**config.mk**
```make
export PLATFORM = sky130hd
export DESIGN_NAME = srl_ram
export DESIGN_NICKNAME = d
export VERILOG_FILES = /design/src/sv/srl_pkg.sv /design/src/sv/srl_ram.sv
export SDC_FILE = /design/constraint.sdc
export NUM_CORES = 2
export LEC_CHECK = 0
export ABC_CLOCK_PERIOD_IN_PS = 8060
export BUFFER_PORTS_ARGS = -buffer_cell sky130_fd_sc_hd__buf_2
export CAP_MARGIN = 0
export CORE_MARGIN = 3
export CORE_UTILIZATION = 40
export CTS_CLUSTER_DIAMETER = 80
export CTS_CLUSTER_SIZE = 24
export DETAILED_ROUTE_END_ITERATION = 10
export MAX_ROUTING_LAYER = met4
export PLACE_DENSITY = 0.55
export SYNTH_ARGS = -nofsm -noshare
export SYNTH_HDL_FRONTEND = slang
export SYNTH_SLANG_ARGS = --single-unit
```
**constraint.sdc**
```tcl
create_clock -name aclk -period 8.06 [get_ports aclk]
set_input_delay 1.612 -clock aclk [delete_from_list [all_inputs] [get_ports aclk]]
set_output_delay 1.612 -clock aclk [all_outputs]
set_load 0.01 [all_outputs]
```
**src/sv/srl_pkg.sv**
```systemverilog
// Package for the sorted record list: record and result types, operation and
// status codes, and the default list depth. Used by every module of the block.
// No dependencies.
package srl_pkg;

    localparam int LIST_DEPTH_DEF = 64;

    localparam logic [2:0] OP_INSERT     = 3'd0;
    localparam logic [2:0] OP_REMOVE_MAX = 3'd1;
    localparam logic [2:0] OP_REMOVE_ID  = 3'd2;
    localparam logic [2:0] OP_FIND_ID    = 3'd3;
    localparam logic [2:0] OP_PEEK_MAX   = 3'd4;
    localparam logic [2:0] OP_PEEK_MIN   = 3'd5;
    localparam logic [2:0] OP_CLEAR      = 3'd6;

    localparam logic [1:0] ST_OK   = 2'd0;
    localparam logic [1:0] ST_MISS = 2'd1;
    localparam logic [1:0] ST_FULL = 2'd2;

    typedef struct packed {
        logic [31:0] amount;
        logic [31:0] id;
    } rec_t;

    typedef struct packed {
        logic [6:0]  entry_count;
        logic [31:0] rec_amount;
        logic [31:0] rec_id;
        logic [1:0]  status;
    } res_t;

endpackage

```
**src/sv/srl_ram.sv**
```systemverilog
// Record store of the sorted record list: one write port and one registered
// read port. Depends on srl_pkg for the record type.
module srl_ram #(
    parameter int DEPTH = srl_pkg::LIST_DEPTH_DEF,
    parameter int AW    = $clog2(srl_pkg::LIST_DEPTH_DEF)
) (
    input  logic            aclk,
    input  logic            we,
    input  logic [AW-1:0]   waddr,
    input  srl_pkg::rec_t   wdata,
    input  logic [AW-1:0]   raddr,
    output srl_pkg::rec_t   rdata
);

    srl_pkg::rec_t mem [DEPTH];
    srl_pkg::rec_t rdata_reg;

    always_ff @(posedge aclk) begin
        if (we) begin
            mem[waddr] <= wdata;
        end
        rdata_reg <= mem[raddr];
    end

    assign rdata = rdata_reg;

endmodule

```
Word-level counts from Yosys, hierarchy flattened

Memory sizes are Yosys's and may differ from the RTL's. A register that Yosys moved wholly into a read port is not among the register bits.
Index checks and enable logic that the tools add are counted.

Multiplexer cells: 2

Operators with widths:

| cell              | count |
|---|---|
| two-way mux 1 bit | 2 |

Flip-flop bits (word level): 0
Memories: 1
Output and inout bits: 64
Memory bits (writable): 4096
Word-level logic and storage cells: 3

Memories:

| memory | depth | bits a word | read ports | clocked after Yosys merged registers in | write ports | line          | text |
|---|---|---|---|---|---|---|---|
| mem    | 64    | 64          | 1          | 1                                       | 1           | srl_ram.sv:15 | `srl_pkg::rec_t mem [DEPTH];` |

Depth between registers and ports, before layout

Depth in word-level cells: 2
Mapped depth: 9
Depth with buffers taken out: 5

Worst setup path after synthesis

No wires, ideal clock.

Path kind: in2reg
From: input waddr[3]
To: memory mem[48][0] in the netlist's numbering, enable pin
Path slack: 1.012 ns
Arrival: 6.484 ns
Buffers on the path: 1
Library setup time: 0.564 ns
Stages on the path: 4
Path through: clkbuf_1 nor2b_1 nand4b_1 nor3_1

RTL lines:

| element     | line          | text |
|---|---|---|
| from (decl) | srl_ram.sv:9  | `input logic [AW-1:0] waddr,` |
| to (decl)   | srl_ram.sv:15 |  |

No word-level cell before the write port.

==> summary.json <==
{
  "synth_net_count": {"value": 6676},
  "design.final.nets": {"value": 6871},
  "ir_drop_worst_case_vdd": {"value": 223, "unit": "µV"},
  "timing.setup.critical_path_class": {"value": "in -> reg"},
  "core_area": {"value": 387000, "unit": "µm²"},
  "final_min_period_over_clock_period": {"value": 52.1, "unit": "%"},
  "fillerInstances": {"value": 32800},
  "reg2reg_depth": {"value": 5},
  "clock-sinks": {"value": 4160},
  "cts_tree": {"value": "yes"},
  "arrival": {"value": 4.97, "unit": "ns"},
  "critical_path_required": {"value": 8.83, "unit": "ns"},
  "route.vias.total": {"value": 73900},
  "stdcell_count": {"value": 12100},
  "post_cts_resize_count": {"value": 0},
  "multi_input_comb_area": {"value": 30800, "unit": "µm²"},
  "post_synth_instance_area": {"value": 156000, "unit": "µm²"},
  "die_height": {"value": 631, "unit": "µm"},
  "htreeDepth": {"value": 4},
  "dpl.hpwl": {"value": 238000, "unit": "µm"},
  "number_of_violations_of_the_max_capacitance_limit": {"value": 0},
  "worst-path-max-fanout": {"value": 104},
  "fmaxAchievable": {"value": 0.238, "unit": "GHz"},
  "rows": {"value": 228},
  "number_of_top_level_design_ports": {"value": 142},
  "critical-path-max-stage-delay": {"value": 0.66, "unit": "ns"},
  "maxSlewViolCount": {"value": 0},
  "placed_cells": {"value": 11800},
  "timing.hold.worst.class": {"value": "reg -> reg"},
  "report.power.total": {"value": 38.1, "unit": "mW"},
  "run_status": {"value": "finished, final reports clean"},
  "number_of_buffers_inserted_for_hold_repair_after_clock_tree_synthesis": {"value": 0},
  "vias_per_cell": {"value": 6.08},
  "initialDrtViolationCount": {"value": 8900},
  "die_width": {"value": 631, "unit": "µm"},
  "worst_path_most_repeated_cell": {"value": "sky130_fd_sc_hd__buf_12"},
  "synth_warnings": {"value": 0},
  "regToRegEndpoint": {"value": "rdata[34]"},
  "synth_cell_types": {"value": 33},
  "synth_cells": {"value": 6598},
  "route.detailed.wl_per_inst": {"value": 37.1, "unit": "µm"},
  "global_route.overflow_total": {"value": 0},
  "finalCoreUtilization": {"value": 44.1, "unit": "%"},
  "drtAntennaViolNets": {"value": 0},
  "synth.yosys.seq_area_share": {"value": 79.5, "unit": "%"},
  "worst_slew_pin_slew": {"value": 1.26, "unit": "ns"},
  "clkLatencyLatePin": {"value": 0.94, "unit": "ns"},
  "area_growth_syn_to_layout": {"value": 9.19, "unit": "%"},
  "hold_viol": {"value": 0},
  "clkTransAtPathRegs": {"value": 0.09, "unit": "ns"},
  "gpl.final_weighted_congestion": {"value": 0.764},
  "initial_antenna_violation_count": {"value": 39},
  "first_global_vias": {"value": 74000},
  "initial_core_util": {"value": 40.4, "unit": "%"},
  "fin_worst_skew": {"value": 0.0501, "unit": "ns"},
  "detailed_place.area": {"value": 164000, "unit": "µm²"},
  "synth-seq-cells": {"value": 4160},
  "timing.reg2reg.setup_slack": {"value": 5.66, "unit": "ns"},
  "dp_slack": {"value": 2.93, "unit": "ns"},
  "worst_setup_path_start_kind": {"value": "input pin"},
  "p_leak": {"value": 51.4, "unit": "nW"},
  "hold_slack": {"value": 0.841, "unit": "ns"},
  "largest_register_ff_count": {"value": 4096},
  "root_buffer": {"value": "sky130_fd_sc_hd__clkbuf_16"},
  "register_area": {"value": 124000, "unit": "µm²"},
  "critical_path.reg2reg.startpoint": {"value": "mem[9][34]"},
  "holdCritStartpoint": {"value": "mem[38][63]"},
  "setup.worst_path.end_class": {"value": "flop"},
  "cts-root-to-sink-buffers": {"value": 4},
  "maximum_number_of_pins_on_one_net_before_global_route_repair": {"value": 119},
  "global_route_usage_sum": {"value": 23.1, "unit": "%"},
  "layout_setup_ws": {"value": 3.86, "unit": "ns"},
  "wl": {"value": 450000, "unit": "µm"},
  "port_buffers": {"value": 141},
  "share_of_final_layout_standard_cells_stronger_than_drive_strength_1": {"value": 25.0, "unit": "%"},
  "report.final.setup_viol": {"value": 0},
  "setup_total_negative_slack": {"value": 0, "unit": "ns"},
  "grt_pass1_wl": {"value": 621000, "unit": "µm"},
  "final_cell_area": {"value": 171000, "unit": "µm²"},
  "route.detailed.drc": {"value": 0},
  "p_per_area": {"value": 223, "unit": "nW/µm²"},
  "drt_pre_antenna_iters": {"value": 5},
  "cts_inserted_buffers": {"value": 205},
  "mean_cell_area_of_the_mapped_netlist": {"value": 23.7, "unit": "µm²"},
  "slew_headroom": {"value": 16.0, "unit": "%"},
  "crit_slowest_cell": {"value": "sky130_fd_sc_hd__buf_12"},
  "post_cts.repair.setup_buffers": {"value": 0},
  "holdPathStages": {"value": 4},
  "hold_end": {"value": "rdata[63]"},
  "crit_chain": {"value": "buf_12 -> buf_12 -> buf_4 -> mux4_2 -> a22o_1 -> nor2_1 -> a211oi_1"},
  "layout_min_cycle_time": {"value": 4.20, "unit": "ns"},
  "dieArea": {"value": 398000, "unit": "µm²"},
  "rsz0062_at_grt": {"value": "false"}
}
worst max-delay path, delay by kind of cell:
kind / cells / cell delay (ns)
compound gates: 2 / 0.40
mux: 1 / 0.55
simple gates: 1 / 0.14
buf+inv: 3 / 1.69
area by class of cell:
class	count	share of cell area [%]
clock inverter	40	0.352
multi-input combinational	2049	18.0
sequential	4160	72.8
tap	5175	3.79
clock buffer	321	3.29
timing repair buffer	358	1.66
antenna	22	0.0322
inverter	19	0.0418
kinds of logic (layout without fill, tap and decap cells):
| group | count (synthesis) | after routing | share of synthesized area (%) |
|---|---|---|---|
| other | 0 | 22 | 0 |
| and+or+nand+nor | 386 | 386 | 1.24 |
| AOI/OAI and AO/OA | 504 | 504 | 2.48 |
| DFF | 4160 | 4160 | 79.5 |
| buffers and inverters | 389 | 738 | 1.18 |
| muxes | 1159 | 1159 | 15.6 |
cells in the final DEF, fill, tap and decap left out, types with 18 or more instances in the layout:
cell type / Yosys / layout
sky130_fd_sc_hd__mux4_2: 1024 / 1024
sky130_fd_sc_hd__or3_1: 29 / 29
sky130_fd_sc_hd__o22ai_1: 83 / 83
sky130_fd_sc_hd__clkbuf_16: 0 / 206
sky130_fd_sc_hd__nor2_1: 112 / 47
sky130_fd_sc_hd__dfxtp_1: 64 / 64
sky130_fd_sc_hd__and3_1: 64 / 64
sky130_fd_sc_hd__mux2i_1: 135 / 135
sky130_fd_sc_hd__or2_2: 28 / 28
sky130_fd_sc_hd__nor2b_1: 28 / 24
sky130_fd_sc_hd__a31oi_1: 18 / 18
sky130_fd_sc_hd__inv_1: 19 / 19
sky130_fd_sc_hd__buf_4: 34 / 180
sky130_fd_sc_hd__nand2_1: 58 / 54
sky130_fd_sc_hd__edfxtp_1: 4096 / 4096
sky130_fd_sc_hd__a41oi_1: 26 / 26
sky130_fd_sc_hd__diode_2: 0 / 22
sky130_fd_sc_hd__a22oi_1: 168 / 168
sky130_fd_sc_hd__a211oi_1: 63 / 63
sky130_fd_sc_hd__clkbuf_1: 140 / 112
sky130_fd_sc_hd__a2bb2oi_1: 19 / 19
sky130_fd_sc_hd__o221ai_1: 38 / 38
sky130_fd_sc_hd__nor2_4: 0 / 65
sky130_fd_sc_hd__buf_12: 0 / 38
sky130_fd_sc_hd__buf_2: 170 / 138
sky130_fd_sc_hd__nand3_1: 45 / 45
sky130_fd_sc_hd__a22o_1: 88 / 88
worst max path at each step:
stage / slack (ns) / startpoint / to
after floorplan: 1.01 / waddr[3] / mem[48][0]
after global placement: 2.92 / raddr[0] / rdata[20]
after detailed placement: 2.93 / raddr[0] / rdata[20]
after CTS: 3.98 / raddr[0] / rdata[20]
after global routing: 3.69 / raddr[0] / rdata[20]
final: 3.86 / raddr[0] / rdata[20]
metal layers:
| layer | up-vias | GRT usage [%] | part of all wire [%] |
|---|---|---|---|
| met3 | 536 | 3.23 | 7.1 |
| met2 | 3129 | 37.1 | 49 |
| met4 | 0 | 4.90 | 2.4 |
| li1 | 28700 | - | - |
| met5 | - | - | 0 |
| met1 | 41500 | 31.7 | 41 |
synthesized netlist by cell type:
library cell | instances | area [µm²]
sky130_fd_sc_hd__edfxtp_1 | 4096 | 123000
sky130_fd_sc_hd__mux4_2 | 1024 | 23100
sky130_fd_sc_hd__buf_2 | 170 | 851
sky130_fd_sc_hd__a22oi_1 | 168 | 1260
sky130_fd_sc_hd__clkbuf_1 | 140 | 526
sky130_fd_sc_hd__mux2i_1 | 135 | 1350
sky130_fd_sc_hd__nor2_1 | 112 | 420
sky130_fd_sc_hd__a22o_1 | 88 | 771
sky130_fd_sc_hd__o22ai_1 | 83 | 519
sky130_fd_sc_hd__and3_1 | 64 | 400
sky130_fd_sc_hd__dfxtp_1 | 64 | 1280
sky130_fd_sc_hd__a211oi_1 | 63 | 473
sky130_fd_sc_hd__nand2_1 | 58 | 218
sky130_fd_sc_hd__nand3_1 | 45 | 225
sky130_fd_sc_hd__o221ai_1 | 38 | 333
sky130_fd_sc_hd__buf_4 | 34 | 255
sky130_fd_sc_hd__or3_1 | 29 | 181
sky130_fd_sc_hd__nor2b_1 | 28 | 175
sky130_fd_sc_hd__or2_2 | 28 | 175
sky130_fd_sc_hd__a41oi_1 | 26 | 228
sky130_fd_sc_hd__buf_1 | 20 | 75.1
sky130_fd_sc_hd__a2bb2oi_1 | 19 | 166
sky130_fd_sc_hd__inv_1 | 19 | 71.3
sky130_fd_sc_hd__a31oi_1 | 18 | 113
sky130_fd_sc_hd__nand2b_1 | 11 | 68.8
sky130_fd_sc_hd__buf_6 | 6 | 67.6
sky130_fd_sc_hd__and2_1 | 3 | 18.8
sky130_fd_sc_hd__nand3b_1 | 2 | 15.0
sky130_fd_sc_hd__nand4_1 | 2 | 12.5
sky130_fd_sc_hd__nor3_1 | 2 | 10.0
sky130_fd_sc_hd__a31o_1 | 1 | 8.76
sky130_fd_sc_hd__nand4b_1 | 1 | 8.76
sky130_fd_sc_hd__or3b_2 | 1 | 8.76
where the power goes:
group	total, mW	switching [mW]	internal [mW]
clock network	12.0	6.85	5.14
logic	2.03	1.29	0.740
registers	24.0	0.126	23.9
total	38.1	8.27	29.8
(Power assumes the default switching activity.)
