`config.mk`:
```
export PLATFORM = sky130hd
export DESIGN_NAME = srl_ctrl
export DESIGN_NICKNAME = d
export VERILOG_FILES = /design/src/sv/srl_pkg.sv /design/src/sv/srl_ctrl.sv
export SDC_FILE = /design/constraint.sdc
export NUM_CORES = 1
export LEC_CHECK = 0
export BUFFER_PORTS_ARGS = -buffer_cell sky130_fd_sc_hd__buf_2
export CAP_MARGIN = 20
export CORE_ASPECT_RATIO = 1.25
export CORE_MARGIN = 2
export CORE_UTILIZATION = 58
export CTS_CLUSTER_SIZE = 12
export DETAILED_ROUTE_END_ITERATION = 7
export GPL_TIMING_DRIVEN = 1
export PLACE_DENSITY = 0.84
export REMOVE_ABC_BUFFERS = 1
export SYNTH_ARGS = -nofsm -noshare
export SYNTH_HDL_FRONTEND = slang
export SYNTH_SLANG_ARGS = --single-unit
```
`constraint.sdc`:
```
create_clock -name aclk -period 23.2 [get_ports aclk]
set_input_delay 3.48 -clock aclk [delete_from_list [all_inputs] [get_ports aclk]]
set_output_delay 3.48 -clock aclk [all_outputs]
set_load 0.05 [all_outputs]
```
`src/sv/srl_pkg.sv`:
```
// Package for the sorted record list: record and result types, operation and
// status codes, and the default list depth. Used by every module of the block.
// No dependencies.
package srl_pkg;

    localparam int LIST_DEPTH_DEF = 64;

    localparam logic [2:0] OP_INSERT     = 3'd0;
    localparam logic [2:0] OP_REMOVE_MAX = 3'd1;
    localparam logic [2:0] OP_REMOVE_ID  = 3'd2;
    localparam logic [2:0] OP_FIND_ID    = 3'd3;
    localparam logic [2:0] OP_PEEK_MAX   = 3'd4;
    localparam logic [2:0] OP_PEEK_MIN   = 3'd5;
    localparam logic [2:0] OP_CLEAR      = 3'd6;

    localparam logic [1:0] ST_OK   = 2'd0;
    localparam logic [1:0] ST_MISS = 2'd1;
    localparam logic [1:0] ST_FULL = 2'd2;

    typedef struct packed {
        logic [31:0] amount;
        logic [31:0] id;
    } rec_t;

    typedef struct packed {
        logic [6:0]  entry_count;
        logic [31:0] rec_amount;
        logic [31:0] rec_id;
        logic [1:0]  status;
    } res_t;

endpackage

```
`src/sv/srl_ctrl.sv`:
```
// Sequencer of the sorted record list: walks the record store one entry at a time,
// with a read state and a compare state per entry, to insert, search and shift.
// Depends on srl_pkg; drives the ports of srl_ram.
module srl_ctrl #(
    parameter int LIST_DEPTH = srl_pkg::LIST_DEPTH_DEF,
    parameter int AW         = $clog2(srl_pkg::LIST_DEPTH_DEF)
) (
    input  logic            aclk,
    input  logic            aresetn,
    input  logic            in_valid,
    output logic            in_ready,
    input  logic [2:0]      in_op,
    input  logic [31:0]     in_amount,
    input  logic [31:0]     in_key,
    input  logic            out_free,
    output logic            res_valid,
    output srl_pkg::res_t   res,
    output logic            mem_we,
    output logic [AW-1:0]   mem_waddr,
    output srl_pkg::rec_t   mem_wdata,
    output logic [AW-1:0]   mem_raddr,
    input  srl_pkg::rec_t   mem_rdata
);

    localparam int CW = $clog2(LIST_DEPTH + 1);

    typedef enum logic [7:0] {
        S_IDLE     = 8'b0000_0001,
        S_INS_RD   = 8'b0000_0010,
        S_INS_CMP  = 8'b0000_0100,
        S_SRCH_RD  = 8'b0000_1000,
        S_SRCH_CMP = 8'b0001_0000,
        S_END_RD   = 8'b0010_0000,
        S_END_CMP  = 8'b0100_0000,
        S_DONE     = 8'b1000_0000
    } state_t;

    state_t        state_reg, state_next;
    logic [CW-1:0] count_reg, count_next;
    logic [CW-1:0] idx_reg, idx_next;
    logic [31:0]   serial_reg, serial_next;
    logic          found_reg, found_next;
    logic [2:0]    op_reg, op_next;
    logic [31:0]   amt_reg, amt_next;
    logic [31:0]   key_reg, key_next;
    logic [1:0]    status_reg, status_next;
    logic [31:0]   rid_reg, rid_next;
    logic [31:0]   ramt_reg, ramt_next;
    logic [CW-1:0] idx_dec;
    logic          amt_greater;
    logic          id_match;

    assign idx_dec     = idx_reg - CW'(1);
    assign amt_greater = mem_rdata.amount > amt_reg;
    assign id_match    = mem_rdata.id == key_reg;

    always_comb begin
        state_next  = state_reg;
        count_next  = count_reg;
        idx_next    = idx_reg;
        serial_next = serial_reg;
        found_next  = found_reg;
        op_next     = op_reg;
        amt_next    = amt_reg;
        key_next    = key_reg;
        status_next = status_reg;
        rid_next    = rid_reg;
        ramt_next   = ramt_reg;
        mem_we      = 1'b0;
        mem_waddr   = idx_reg[AW-1:0];
        mem_wdata   = mem_rdata;
        mem_raddr   = idx_reg[AW-1:0];
        res_valid   = 1'b0;
        unique case (state_reg)
            S_IDLE: begin
                if (in_valid) begin
                    op_next     = in_op;
                    amt_next    = in_amount;
                    key_next    = in_key;
                    status_next = srl_pkg::ST_OK;
                    rid_next    = '0;
                    ramt_next   = '0;
                    found_next  = 1'b0;
                    idx_next    = '0;
                    state_next  = S_DONE;
                    unique case (in_op)
                        srl_pkg::OP_INSERT: begin
                            if (count_reg == CW'(LIST_DEPTH)) begin
                                status_next = srl_pkg::ST_FULL;
                            end else begin
                                serial_next = serial_reg + 32'd1;
                                rid_next    = serial_reg + 32'd1;
                                ramt_next   = in_amount;
                                idx_next    = count_reg;
                                state_next  = S_INS_RD;
                            end
                        end
                        srl_pkg::OP_REMOVE_MAX, srl_pkg::OP_PEEK_MAX: begin
                            if (count_reg == '0) begin
                                status_next = srl_pkg::ST_MISS;
                            end else begin
                                idx_next   = count_reg - CW'(1);
                                state_next = S_END_RD;
                            end
                        end
                        srl_pkg::OP_PEEK_MIN: begin
                            if (count_reg == '0) begin
                                status_next = srl_pkg::ST_MISS;
                            end else begin
                                state_next = S_END_RD;
                            end
                        end
                        srl_pkg::OP_REMOVE_ID, srl_pkg::OP_FIND_ID: begin
                            state_next = S_SRCH_RD;
                        end
                        srl_pkg::OP_CLEAR: begin
                            count_next = '0;
                        end
                        default: begin
                        end
                    endcase
                end
            end
            S_INS_RD: begin
                if (idx_reg == '0) begin
                    mem_we     = 1'b1;
                    mem_wdata  = '{amount: amt_reg, id: rid_reg};
                    count_next = count_reg + CW'(1);
                    state_next = S_DONE;
                end else begin
                    mem_raddr  = idx_dec[AW-1:0];
                    state_next = S_INS_CMP;
                end
            end
            S_INS_CMP: begin
                mem_we = 1'b1;
                if (amt_greater) begin
                    idx_next   = idx_dec;
                    state_next = S_INS_RD;
                end else begin
                    mem_wdata  = '{amount: amt_reg, id: rid_reg};
                    count_next = count_reg + CW'(1);
                    state_next = S_DONE;
                end
            end
            S_SRCH_RD: begin
                if (idx_reg == count_reg) begin
                    if (!found_reg) begin
                        status_next = srl_pkg::ST_MISS;
                    end else if (op_reg == srl_pkg::OP_REMOVE_ID) begin
                        count_next = count_reg - CW'(1);
                    end
                    state_next = S_DONE;
                end else begin
                    state_next = S_SRCH_CMP;
                end
            end
            S_SRCH_CMP: begin
                idx_next   = idx_reg + CW'(1);
                state_next = S_SRCH_RD;
                if (found_reg) begin
                    mem_we    = 1'b1;
                    mem_waddr = idx_dec[AW-1:0];
                end else if (id_match) begin
                    found_next = 1'b1;
                    rid_next   = mem_rdata.id;
                    ramt_next  = mem_rdata.amount;
                    if (op_reg == srl_pkg::OP_FIND_ID) begin
                        state_next = S_DONE;
                    end
                end
            end
            S_END_RD: begin
                state_next = S_END_CMP;
            end
            S_END_CMP: begin
                rid_next  = mem_rdata.id;
                ramt_next = mem_rdata.amount;
                if (op_reg == srl_pkg::OP_REMOVE_MAX) begin
                    count_next = count_reg - CW'(1);
                end
                state_next = S_DONE;
            end
            S_DONE: begin
                if (out_free) begin
                    res_valid  = 1'b1;
                    state_next = S_IDLE;
                end
            end
            default: begin
                state_next = S_IDLE;
            end
        endcase
    end

    always_ff @(posedge aclk) begin
        if (!aresetn) begin
            state_reg  <= S_IDLE;
            count_reg  <= '0;
            serial_reg <= '0;
        end else begin
            state_reg  <= state_next;
            count_reg  <= count_next;
            serial_reg <= serial_next;
        end
        idx_reg    <= idx_next;
        found_reg  <= found_next;
        op_reg     <= op_next;
        amt_reg    <= amt_next;
        key_reg    <= key_next;
        status_reg <= status_next;
        rid_reg    <= rid_next;
        ramt_reg   <= ramt_next;
    end

    assign in_ready        = state_reg == S_IDLE;
    assign res.status      = status_reg;
    assign res.rec_id      = rid_reg;
    assign res.rec_amount  = ramt_reg;
    assign res.entry_count = 7'(count_reg);

endmodule

```
Word-level counts from Yosys, hierarchy flattened

Index checks and enable logic that the tools add are counted.

Add/subtract/negate cells: 5
Order comparisons: 1
Equality and inequality tests: 33
Multiplexer cells: 62
Bitwise gates (word level): 1
Reductions and logical operators: 19

Operators with widths:

| operator                | count |
|---|---|
| $mux W32                | 10 |
| $pmux W32 S3            | 2 |
| $mux W64                | 2 |
| $pmux W64 S2            | 1 |
| $mux W7                 | 12 |
| $mux W8                 | 10 |
| $pmux W8 S8             | 1 |
| $pmux W7 S5             | 1 |
| $add A32 B1 Y32 const B | 1 |
| $eq A32 B32 Y1          | 1 |
| $gt A32 B32 Y1          | 1 |
| $mux W6                 | 4 |
| $ne A2 B2 Y1 const B    | 12 |
| $pmux W8 S3             | 1 |
| $pmux W7 S3             | 1 |
| $add A7 B1 Y7 const B   | 2 |
| $logic_not A7 Y1        | 2 |
| $pmux W7 S2             | 1 |
| $sub A7 B1 Y7 const B   | 2 |
| $eq A3 B2 Y1 const B    | 4 |
| $reduce_and A4 Y1       | 3 |
| $eq A3 B3 Y1 const B    | 3 |
| $reduce_and A9 Y1       | 1 |
| $eq A8 B1 Y1 const B    | 1 |
| 25 further kinds        | 42 |

Register bits: 188
Output and inout port bits: 152

Longest topological paths before layout

Gate-level depths: netlist of run 1.

Depth after elaboration: 5
Depth in mapped cells: 11
Depth with buffers taken out: 9

Worst setup path after synthesis of run 1

No wires, ideal clock.

Path type: input to register
From: input port mem_rdata[3] in the netlist's numbering
To: register ramt_reg[0] (enable)
Arrival time: 9.076 ns
Data required time: 22.611 ns
Path slack: 13.535 ns
Stages: 5
Buffers on the path: 0
Cells stage by stage: xnor2_1 > nand4_1 > nor4_1 > nand3b_1 > a221oi_1

Longest elaborated chain between the ends: 3

RTL lines:

| what                        | line            | RTL |
|---|---|---|
| from (decl)                 | srl_ctrl.sv:22  | `input srl_pkg::rec_t mem_rdata` |
| $eq A32 B32 Y1              | srl_ctrl.sv:55  | `assign id_match = mem_rdata.id == key_reg;` |
| $ne A2 B2 Y1 (no line)      | -               |  |
| $reduce_and A4 Y1 (no line) | -               |  |
| to (signal assigned)        | srl_ctrl.sv:213 | `ramt_reg <= ramt_next;` |
| to (decl)                   | srl_ctrl.sv:48  | `logic [31:0] ramt_reg, ramt_next;` |

No other way between the ends.
A chain may end at the register's enable or synchronous reset.

==> reports/metrics.cfg, run 1 <==
[outcome]
status = finished clean

[clocking]
cts_buffers = 17
htreeDepth = 4
clock_tree.root_cell = clkbuf_16
cts_tree = yes
post_cts_buffers = 0
hold_buffers = 0
cts_sinks = 188
cts_resized = 0
clk-insertion-delay-late_ns = 0.44
cts_max_path_buffers = 2
clk_pin_slew_worst_paths_ns = 0.06

[synthesis]
yosys.area_share.simple_pct = 15.8
ys_types = 74
synth_top_cells_by_area = edfxtp_1 (39%), dfxtp_1 (8.7%), xnor2_1 (5.9%)
synth_warnings = 0
synth_top_cell_by_area = edfxtp_1
yosys.area_share.xor_xnor_pct = 8.46
synth_area_per_cell_um2 = 10.8
synthCells = 997
yosys.cell_count.top_type = edfxtp_1
synth_edf_count = 141
yosys-mux-area-fraction_pct = 7.16
syn_area_um2 = 10800
async_flop_share_pct = 0
synthAdderAreaFrac_pct = 4.42
synth_top_area_share_pct = 39.3
synth_top_family_by_area = simple AND/OR/NAND/NOR gates
synth_top_flop_cell = edfxtp_1
synth_compound_area_share_pct = 12.1
ys_seq_area_share_pct = 48.1
synth_seq_cells = 188
ys_top_cells_by_count = edfxtp_1 (141), nand2_1 (104), xnor2_1 (73)

[sta]
post-route-period-util_pct = 44.4
final.setup.tns_ns = 0
tightest_slew_ns = 1.17
period_minus_slack_ns = 10.30
relSlewSlack_pct = 22.2
finalSetupViolCount = 0
final.setup_skew_ns = 0.0167
fmax_mhz = 97.1
rsz0062_at_grt = no
hold_viol_final = 0
hold_ws_ns = 0.506
slew_viol_final = 0

[global_routing]
grt_pass1_vias = 8606
grt_start_max_net_pins = 66
grt_util_all_layers_pct = 29.6
overflow = 0
antenna_found_initial = 1
grt_first_pass_wirelength_um = 45400

[routing]
drtIter0Drc = 831
wl_per_cell_um = 19.6
drt-pass1-iter-count = 5
route.detailed.drc = 0
antenna_left = 0
wirelength_um = 29300
vias = 9023
via_per_inst = 6.03

[worst_hold_path]
hold_class = flip-flop to flip-flop
hold_end = serial_reg[1]$_SDFFE_PN0P_
min_from = serial_reg[1]$_SDFFE_PN0P_
hold_depth = 2

[power_and_ir_drop]
ir_drop_uv = 56.1
p_per_area_nw_per_um2 = 102
p_leak_nw = 5.25

[critical_path]
crit_type = input port to output pin
critPathTopFamily = simple AND/OR/NAND/NOR gates
rr_worst_depth = 5
regToRegStartpoint = state_reg[5]$_SDFFE_PN0P_
path_cells = buf_2 > ha_1 > nand4_1 > nor4_1 > a31oi_2 > o21ai_4 > nand3_4 > mux2_1 > buf_2
critPathLaunchType = input port
crit_path_end_kind = output pin
reg2reg_slack_ns = 19.25
cp_slowest_stage_delay_ns = 0.80
cp_max_fo = 65
r2r_end = rid_reg[25]$_DFFE_PP_
critPathArrivalTime_ns = 6.82
critPathMostFrequentCell = buf_2
cp.buffers_inverters = 2
worst-path-stages = 9
crit_slowest_cell = nand3_4
cp_data_required_time_ns = 19.72

[cells_and_area]
nNetsFinal = 1428
drive_gt1_share_pct = 28.2
syn_to_final_growth_pct = 19.3

[place]
port_buffers = 286
globalplace.congestion = 0.927
dp_hpwl_um = 21600

[floorplanning]
die_width_um = 126
fp.dieH_um = 156
die-area_um2 = 19700
io_pins = 287
coreArea_um2 = 18200
rows = 55
initial_core_util_pct = 59.3

[flow_run]
max_cap_viol_count = 0

tightest hold or removal path: stages, from the launching register on:
cell      delay, ns
dfxtp_1        0.34
nand2_1        0.06
a21boi_0       0.06
per-stage QoR:
stage          setup slack (ns)  std cells  area [um^2]  total power, mW  util [%]
2_1_floorplan             13.27        946        10500            0.906         -
3_3_place_gp              13.08       1464        12300             1.03      67.6
3_5_place_dp              12.93       1464        12300             1.04      67.6
4_1_cts                   12.86       1496        12800             1.32      70.7
5_1_grt                   12.68       1497        12800             1.37      70.7
6_report                  12.91       1497        12800             1.32      70.7
kinds of logic (layout without fill, tap and decap cells):
group	after synthesis	count (layout)
AO/OA/AOI/OAI	188	188
XOR/XNOR	104	104
adder cells (fa/ha/maj)	38	38
buffers and inverters	97	368
flip-flops	188	188
multiplexers	69	69
other	0	1
AND/OR/NAND/NOR	313	313
power breakdown:
| group | switching, mW | total (mW) | internal [mW] |
|---|---|---|---|
| Clock | 0.139 | 0.280 | 0.141 |
| Combinational | 0.392 | 0.503 | 0.111 |
| Sequential | 0.0530 | 0.533 | 0.480 |
| Total | 0.584 | 1.32 | 0.732 |
cell usage in the layout, fill, tap and decap left out, types with 6 or more instances in the layout:
| master | netlist | layout |
|---|---|---|
| a21oi_1 | 34 | 34 |
| a221oi_1 | 7 | 6 |
| a22o_1 | 32 | 32 |
| and2_1 | 30 | 30 |
| and3_1 | 14 | 14 |
| buf_2 | 10 | 286 |
| clkbuf_16 | 0 | 17 |
| clkinvlp_4 | 0 | 6 |
| dfxtp_1 | 47 | 47 |
| edfxtp_1 | 141 | 141 |
| ha_1 | 38 | 38 |
| inv_1 | 46 | 45 |
| mux2_1 | 54 | 54 |
| mux2_2 | 10 | 10 |
| nand2_1 | 104 | 103 |
| nand3_1 | 26 | 26 |
| nand4_1 | 25 | 25 |
| nor2_1 | 37 | 36 |
| nor2b_1 | 10 | 10 |
| nor3_1 | 20 | 20 |
| nor4_1 | 8 | 8 |
| o21ai_0 | 53 | 53 |
| o22ai_1 | 6 | 6 |
| o31ai_1 | 7 | 7 |
| or3_1 | 9 | 9 |
| xnor2_1 | 73 | 73 |
| xor2_1 | 31 | 31 |
area by class of cell:
| type | instances | area (um^2) |
|---|---|---|
| inverters | 46 | 173 |
| multi-input cells | 712 | 5190 |
| fillers | 1366 | 5320 |
| flip-flops and latches | 188 | 5170 |
| clock buffers | 17 | 425 |
| repair buffers | 290 | 1460 |
| clock inverters | 15 | 135 |
| diodes | 1 | 2.50 |
| well taps | 228 | 285 |
worst max path at each step:
stage                   from             to  slack, ns
2_1_floorplan  mem_rdata[62]  mem_wdata[10]      13.27
3_3_place_gp   mem_rdata[62]  mem_wdata[47]      13.08
3_5_place_dp   mem_rdata[62]  mem_wdata[45]      12.93
4_1_cts        mem_rdata[46]  mem_wdata[45]      12.86
5_1_grt        mem_rdata[62]  mem_wdata[58]      12.68
6_report       mem_rdata[46]  mem_wdata[45]      12.91
metal layers:
| layer | global-route usage, % | vias up | wire length, um |
|---|---|---|---|
| li1 | - | 4195 | - |
| met1 | 35.9 | 4277 | 10900 |
| met2 | 52.3 | 479 | 15100 |
| met3 | 5.47 | 72 | 2390 |
| met4 | 11.5 | 0 | 944 |
| met5 | 0 | - | 0 |
(Power assumes the default switching activity.)
==> run 2: changes to the inputs <==
Settings changed: CORE_UTILIZATION 58 to 48, PLACE_DENSITY 0.84 to 0.74.
Clock period 23.2 ns to 8.7 ns, I/O delays scaled along.
==> reports/metrics.cfg, run 2 (synthesized netlist as in run 1, its figures left out) <==
[sta]
rsz0062_at_grt = no
final.setup_skew_ns = 0.0155
final.setup.tns_ns = 0
finalSetupViolCount = 0
fmax_mhz = 170
slew_viol_final = 0
tightest_slew_ns = 0.999
setup_ws_ns = 2.83
hold_viol_final = 0
relSlewSlack_pct = 33.4
period_minus_slack_ns = 5.87
post-route-period-util_pct = 67.5

[floorplanning]
die_width_um = 138
io_pins = 287
rows = 61
coreArea_um2 = 22100
fp.dieH_um = 171
initial_core_util_pct = 48.7
die-area_um2 = 23700

[power_and_ir_drop]
p_per_area_nw_per_um2 = 274
p_comb_share_pct = 37.6
intPower_mw = 1.99
clkPwrFrac_pct = 22.5
ir_drop_uv = 183
p_leak_nw = 5.29
switching_power_mw = 1.56
switching_share_pct = 43.9
seqPwrFrac_pct = 39.9

[global_routing]
overflow = 0
grt_pass1_vias = 8459
grt_util_all_layers_pct = 24.3
grt_first_pass_wirelength_um = 44000
grt_start_max_net_pins = 69
antenna_found_initial = 0

[routing]
via_per_inst = 5.72
drt-pass1-iter-count = 5
drtIter0Drc = 533
vias = 8885
wl_per_cell_um = 18.8
wirelength_um = 29200
antenna_left = 0
route.detailed.drc = 0

[clocking]
hold_buffers = 0
cts_buffers = 17
clk_pin_slew_worst_paths_ns = 0.07
post_cts_buffers = 0
clk-insertion-delay-late_ns = 0.44
cts_sinks = 188
htreeDepth = 4
clock_tree.root_cell = clkbuf_16
cts_tree = yes
cts_max_path_buffers = 2
cts_resized = 0

[worst_hold_path]
hold_class = flip-flop to flip-flop

[place]
globalplace.congestion = 0.905
dp_hpwl_um = 21400
place_ws_ns = 2.86
port_buffers = 286

[critical_path]
critPathArrivalTime_ns = 4.57
critPathLaunchType = input port
crit_type = input port to output pin
crit_path_end_kind = output pin
cp_data_required_time_ns = 7.39
cp_max_fo = 65

[cells_and_area]
final_common_cell = buf_2
syn_to_final_growth_pct = 20.3
diodes = 0
nNetsFinal = 1429
drive_gt1_share_pct = 28.3
final_cell_mix = buf_2 (286), edfxtp_1 (141), nand2_1 (103)

[flow_run]
max_cap_viol_count = 0

[outcome]
status = finished clean

run 2: changes by cell type in the layout (fill, tap and decap cells not counted), sizes merged:
cell and change:
clkinvlp -6, bufinv +1, buf +1, diode -1, inv +3, clkinv +2
run 2: routing by layer:
metal	GRT usage, %	part of all wire (%)	vias up
met5	0	0	-
met4	10.2	3.4	0
met3	3.86	7.1	62
met2	42.7	50	420
met1	29.3	40	4218
li1	-	-	4185
run 2: critical path, stage by stage:
cell and delay (ns):
buf_2 0.12, ha_1 0.31, nand4_1 0.22, nor4_1 0.54, a31oi_2 0.20, o21ai_4 0.18, nand3_4 0.80, mux2_1 0.63
buf_2 0.22
run 2: layout make-up:
cell class | instances | area [um^2]
fillers | 1860 | 9180
flip-flops and latches | 188 | 5170
clock inverters | 15 | 175
well taps | 283 | 354
multi-input cells | 712 | 5190
repair buffers | 291 | 1470
inverters | 46 | 173
clock buffers | 17 | 425
run 2: power by group through the flow:
stage | registers [mW] | clock network (mW) | logic, mW
4_1_cts | 1.41 | 0.807 | 1.34
3_3_place_gp | 1.43 | 0 | 1.32
6_report | 1.42 | 0.796 | 1.33
3_5_place_dp | 1.43 | 0 | 1.34
2_1_floorplan | 1.93 | 0 | 0.487
5_1_grt | 1.44 | 0.838 | 1.41
run 2: worst paths after layout:
check / slack, ns / cells past startpoint / from / end
max reg2reg: 5.32 / 5 / state_reg[5]$_SDFFE_PN0P_ / ramt_reg[6]$_DFFE_PP_
min reg2reg: 0.51 / 2 / serial_reg[1]$_SDFFE_PN0P_ / serial_reg[1]$_SDFFE_PN0P_
max: 2.83 / 9 / mem_rdata[62] / mem_wdata[38]
min: 0.51 / 2 / serial_reg[1]$_SDFFE_PN0P_ / serial_reg[1]$_SDFFE_PN0P_
run 2: per-stage QoR:
stage          total power [mW]  area (um^2)  instances  utilization, %  hold WS (ns)
2_1_floorplan              2.42        10500        946               -         0.470
3_3_place_gp               2.75        12400       1520            55.8         0.487
3_5_place_dp               2.76        12400       1520            55.8         0.502
4_1_cts                    3.56        13000       1552            58.5         0.512
5_1_grt                    3.69        13000       1552            58.5         0.546
6_report                   3.55        13000       1552            58.5         0.512
==> run 3: changes to the inputs <==
Clock period 8.7 ns to 4.9 ns, I/O delays scaled along.
==> reports/metrics.cfg, run 3 (synthesized netlist as in run 1, its figures left out) <==
[sta]
finalSetupViolCount = 0
tightest_slew_ns = 0.846
rsz0062_at_grt = no
post-route-period-util_pct = 85.3
relSlewSlack_pct = 43.5
final.setup_skew_ns = 0.0114
slew_viol_final = 0
setup_ws_ns = 0.719
period_minus_slack_ns = 4.18
fmax_mhz = 239
hold_viol_final = 0

[power_and_ir_drop]
ir_drop_uv = 349
p_leak_nw = 5.29
p_per_area_nw_per_um2 = 480

[global_routing]
grt_util_all_layers_pct = 24.4
grt_start_max_net_pins = 69
antenna_found_initial = 0
overflow = 0
grt_pass1_vias = 8438
grt_first_pass_wirelength_um = 44100

[routing]
wl_met2_um = 14800
topRoutingLayerUsed = met4
route.detailed.drc = 0
vias = 8841
drtIter0Drc = 509
via_per_inst = 5.69
antenna_left = 0
wl_met3_um = 1970
wirelength_um = 29200
wl_per_cell_um = 18.8
drt-pass1-iter-count = 5
wl_met1_um = 11800

[place]
place_area_um2 = 12400
port_buffers = 286
place_inst = 1522
dp_hpwl_um = 21700
globalplace.congestion = 0.888
place_ws_ns = 0.678

[worst_hold_path]
hold_class = input port to flip-flop

[cells_and_area]
final_core_util_pct = 58.5
drive_gt1_share_pct = 28.2
final_common_cell = buf_2
syn_to_final_growth_pct = 20.3
stdcell_count = 1554
final_cell_mix = buf_2 (286), edfxtp_1 (141), nand2_1 (103)
diodes = 0
nNetsFinal = 1431
fin_area_um2 = 13000
fillers = 1907

[critical_path]
critPathLaunchType = input port
cp_max_fo = 21
crit_path_end_kind = output pin
crit_type = input port to output pin
cp_data_required_time_ns = 4.16
critPathArrivalTime_ns = 3.45

[floorplanning]
initial_core_util_pct = 48.7
fp.dieH_um = 171
io_pins = 287
rows = 61
die_width_um = 138
die-area_um2 = 23700
coreArea_um2 = 22100

[clocking]
htreeDepth = 4
clock_tree.root_cell = clkbuf_16
clk_pin_slew_worst_paths_ns = 0.07
post_cts_buffers = 0
cts_buffers = 17
cts_max_path_buffers = 2
cts_sinks = 188
cts_resized = 0
hold_buffers = 0
clk-insertion-delay-late_ns = 0.43
cts_tree = yes

[outcome]
status = finished clean

[flow_run]
max_cap_viol_count = 0

## run 3: changes by cell type in the layout (fill, tap and decap cells not counted)
cell,previous run,this run
clkinv_4,0,3
inv_6,6,3
buf_12,0,2
clkinv_8,3,1
bufinv_16,1,0
clkbuf_1,0,1
clkinv_1,0,1
clkinv_2,2,1
clkinvlp_4,0,1
inv_8,3,4
## run 3: layer usage
layer	vias to the layer above	GRT usage (%)
li1	4198	-
met1	4229	29.8
met2	371	43.0
met3	43	4.69
met4	0	7.68
met5	-	0
## run 3: layout make-up
| class | instances | area (um^2) | share of cell area [%] |
|---|---|---|---|
| multi-input combinational | 712 | 5190 | 40.0 |
| sequential | 188 | 5170 | 39.9 |
| timing repair buffer | 293 | 1510 | 11.6 |
| clock buffer | 18 | 429 | 3.31 |
| tap | 283 | 354 | 2.73 |
| inverter | 46 | 173 | 1.33 |
| clock inverter | 14 | 130 | 1.00 |
## run 3: final timing paths
kind,start,end,slack (ns),cells after the start
setup / recovery,mem_rdata[62],mem_wdata[18],0.72,11
hold / removal,in_key[10],key_reg[10]$_DFFE_PP_,0.47,1
setup reg to reg,state_reg[5]$_SDFFE_PN0P_,rid_reg[31]$_DFFE_PP_,1.73,5
hold reg to reg,serial_reg[1]$_SDFFE_PN0P_,serial_reg[1]$_SDFFE_PN0P_,0.51,2
## run 3: per-stage QoR
stage                     hold slack (ns)  setup TNS, ns  power [mW]
after floorplan                     0.470        -129.26        4.29
after global placement              0.486              0        4.90
after detailed placement            0.502              0        4.92
after CTS                           0.456              0        6.25
after global routing                0.450              0        6.49
final                               0.473              0        6.22
## run 3: power by group
part           internal, mW  leakage [nW]  switching, mW
Clock                 0.673         0.273          0.657
Combinational         0.541          3.25           1.84
Sequential             2.27          1.76          0.246
Total                  3.48          5.29           2.74
## run 3: critical path: stages
cell	delay [ns]
buf_2	0.12
ha_1	0.32
nand4_1	0.24
nor4_1	0.53
inv_1	0.08
a31oi_1	0.27
o21ai_4	0.15
nand3_4	0.10
buf_4	0.30
mux2_2	0.37
buf_2	0.21
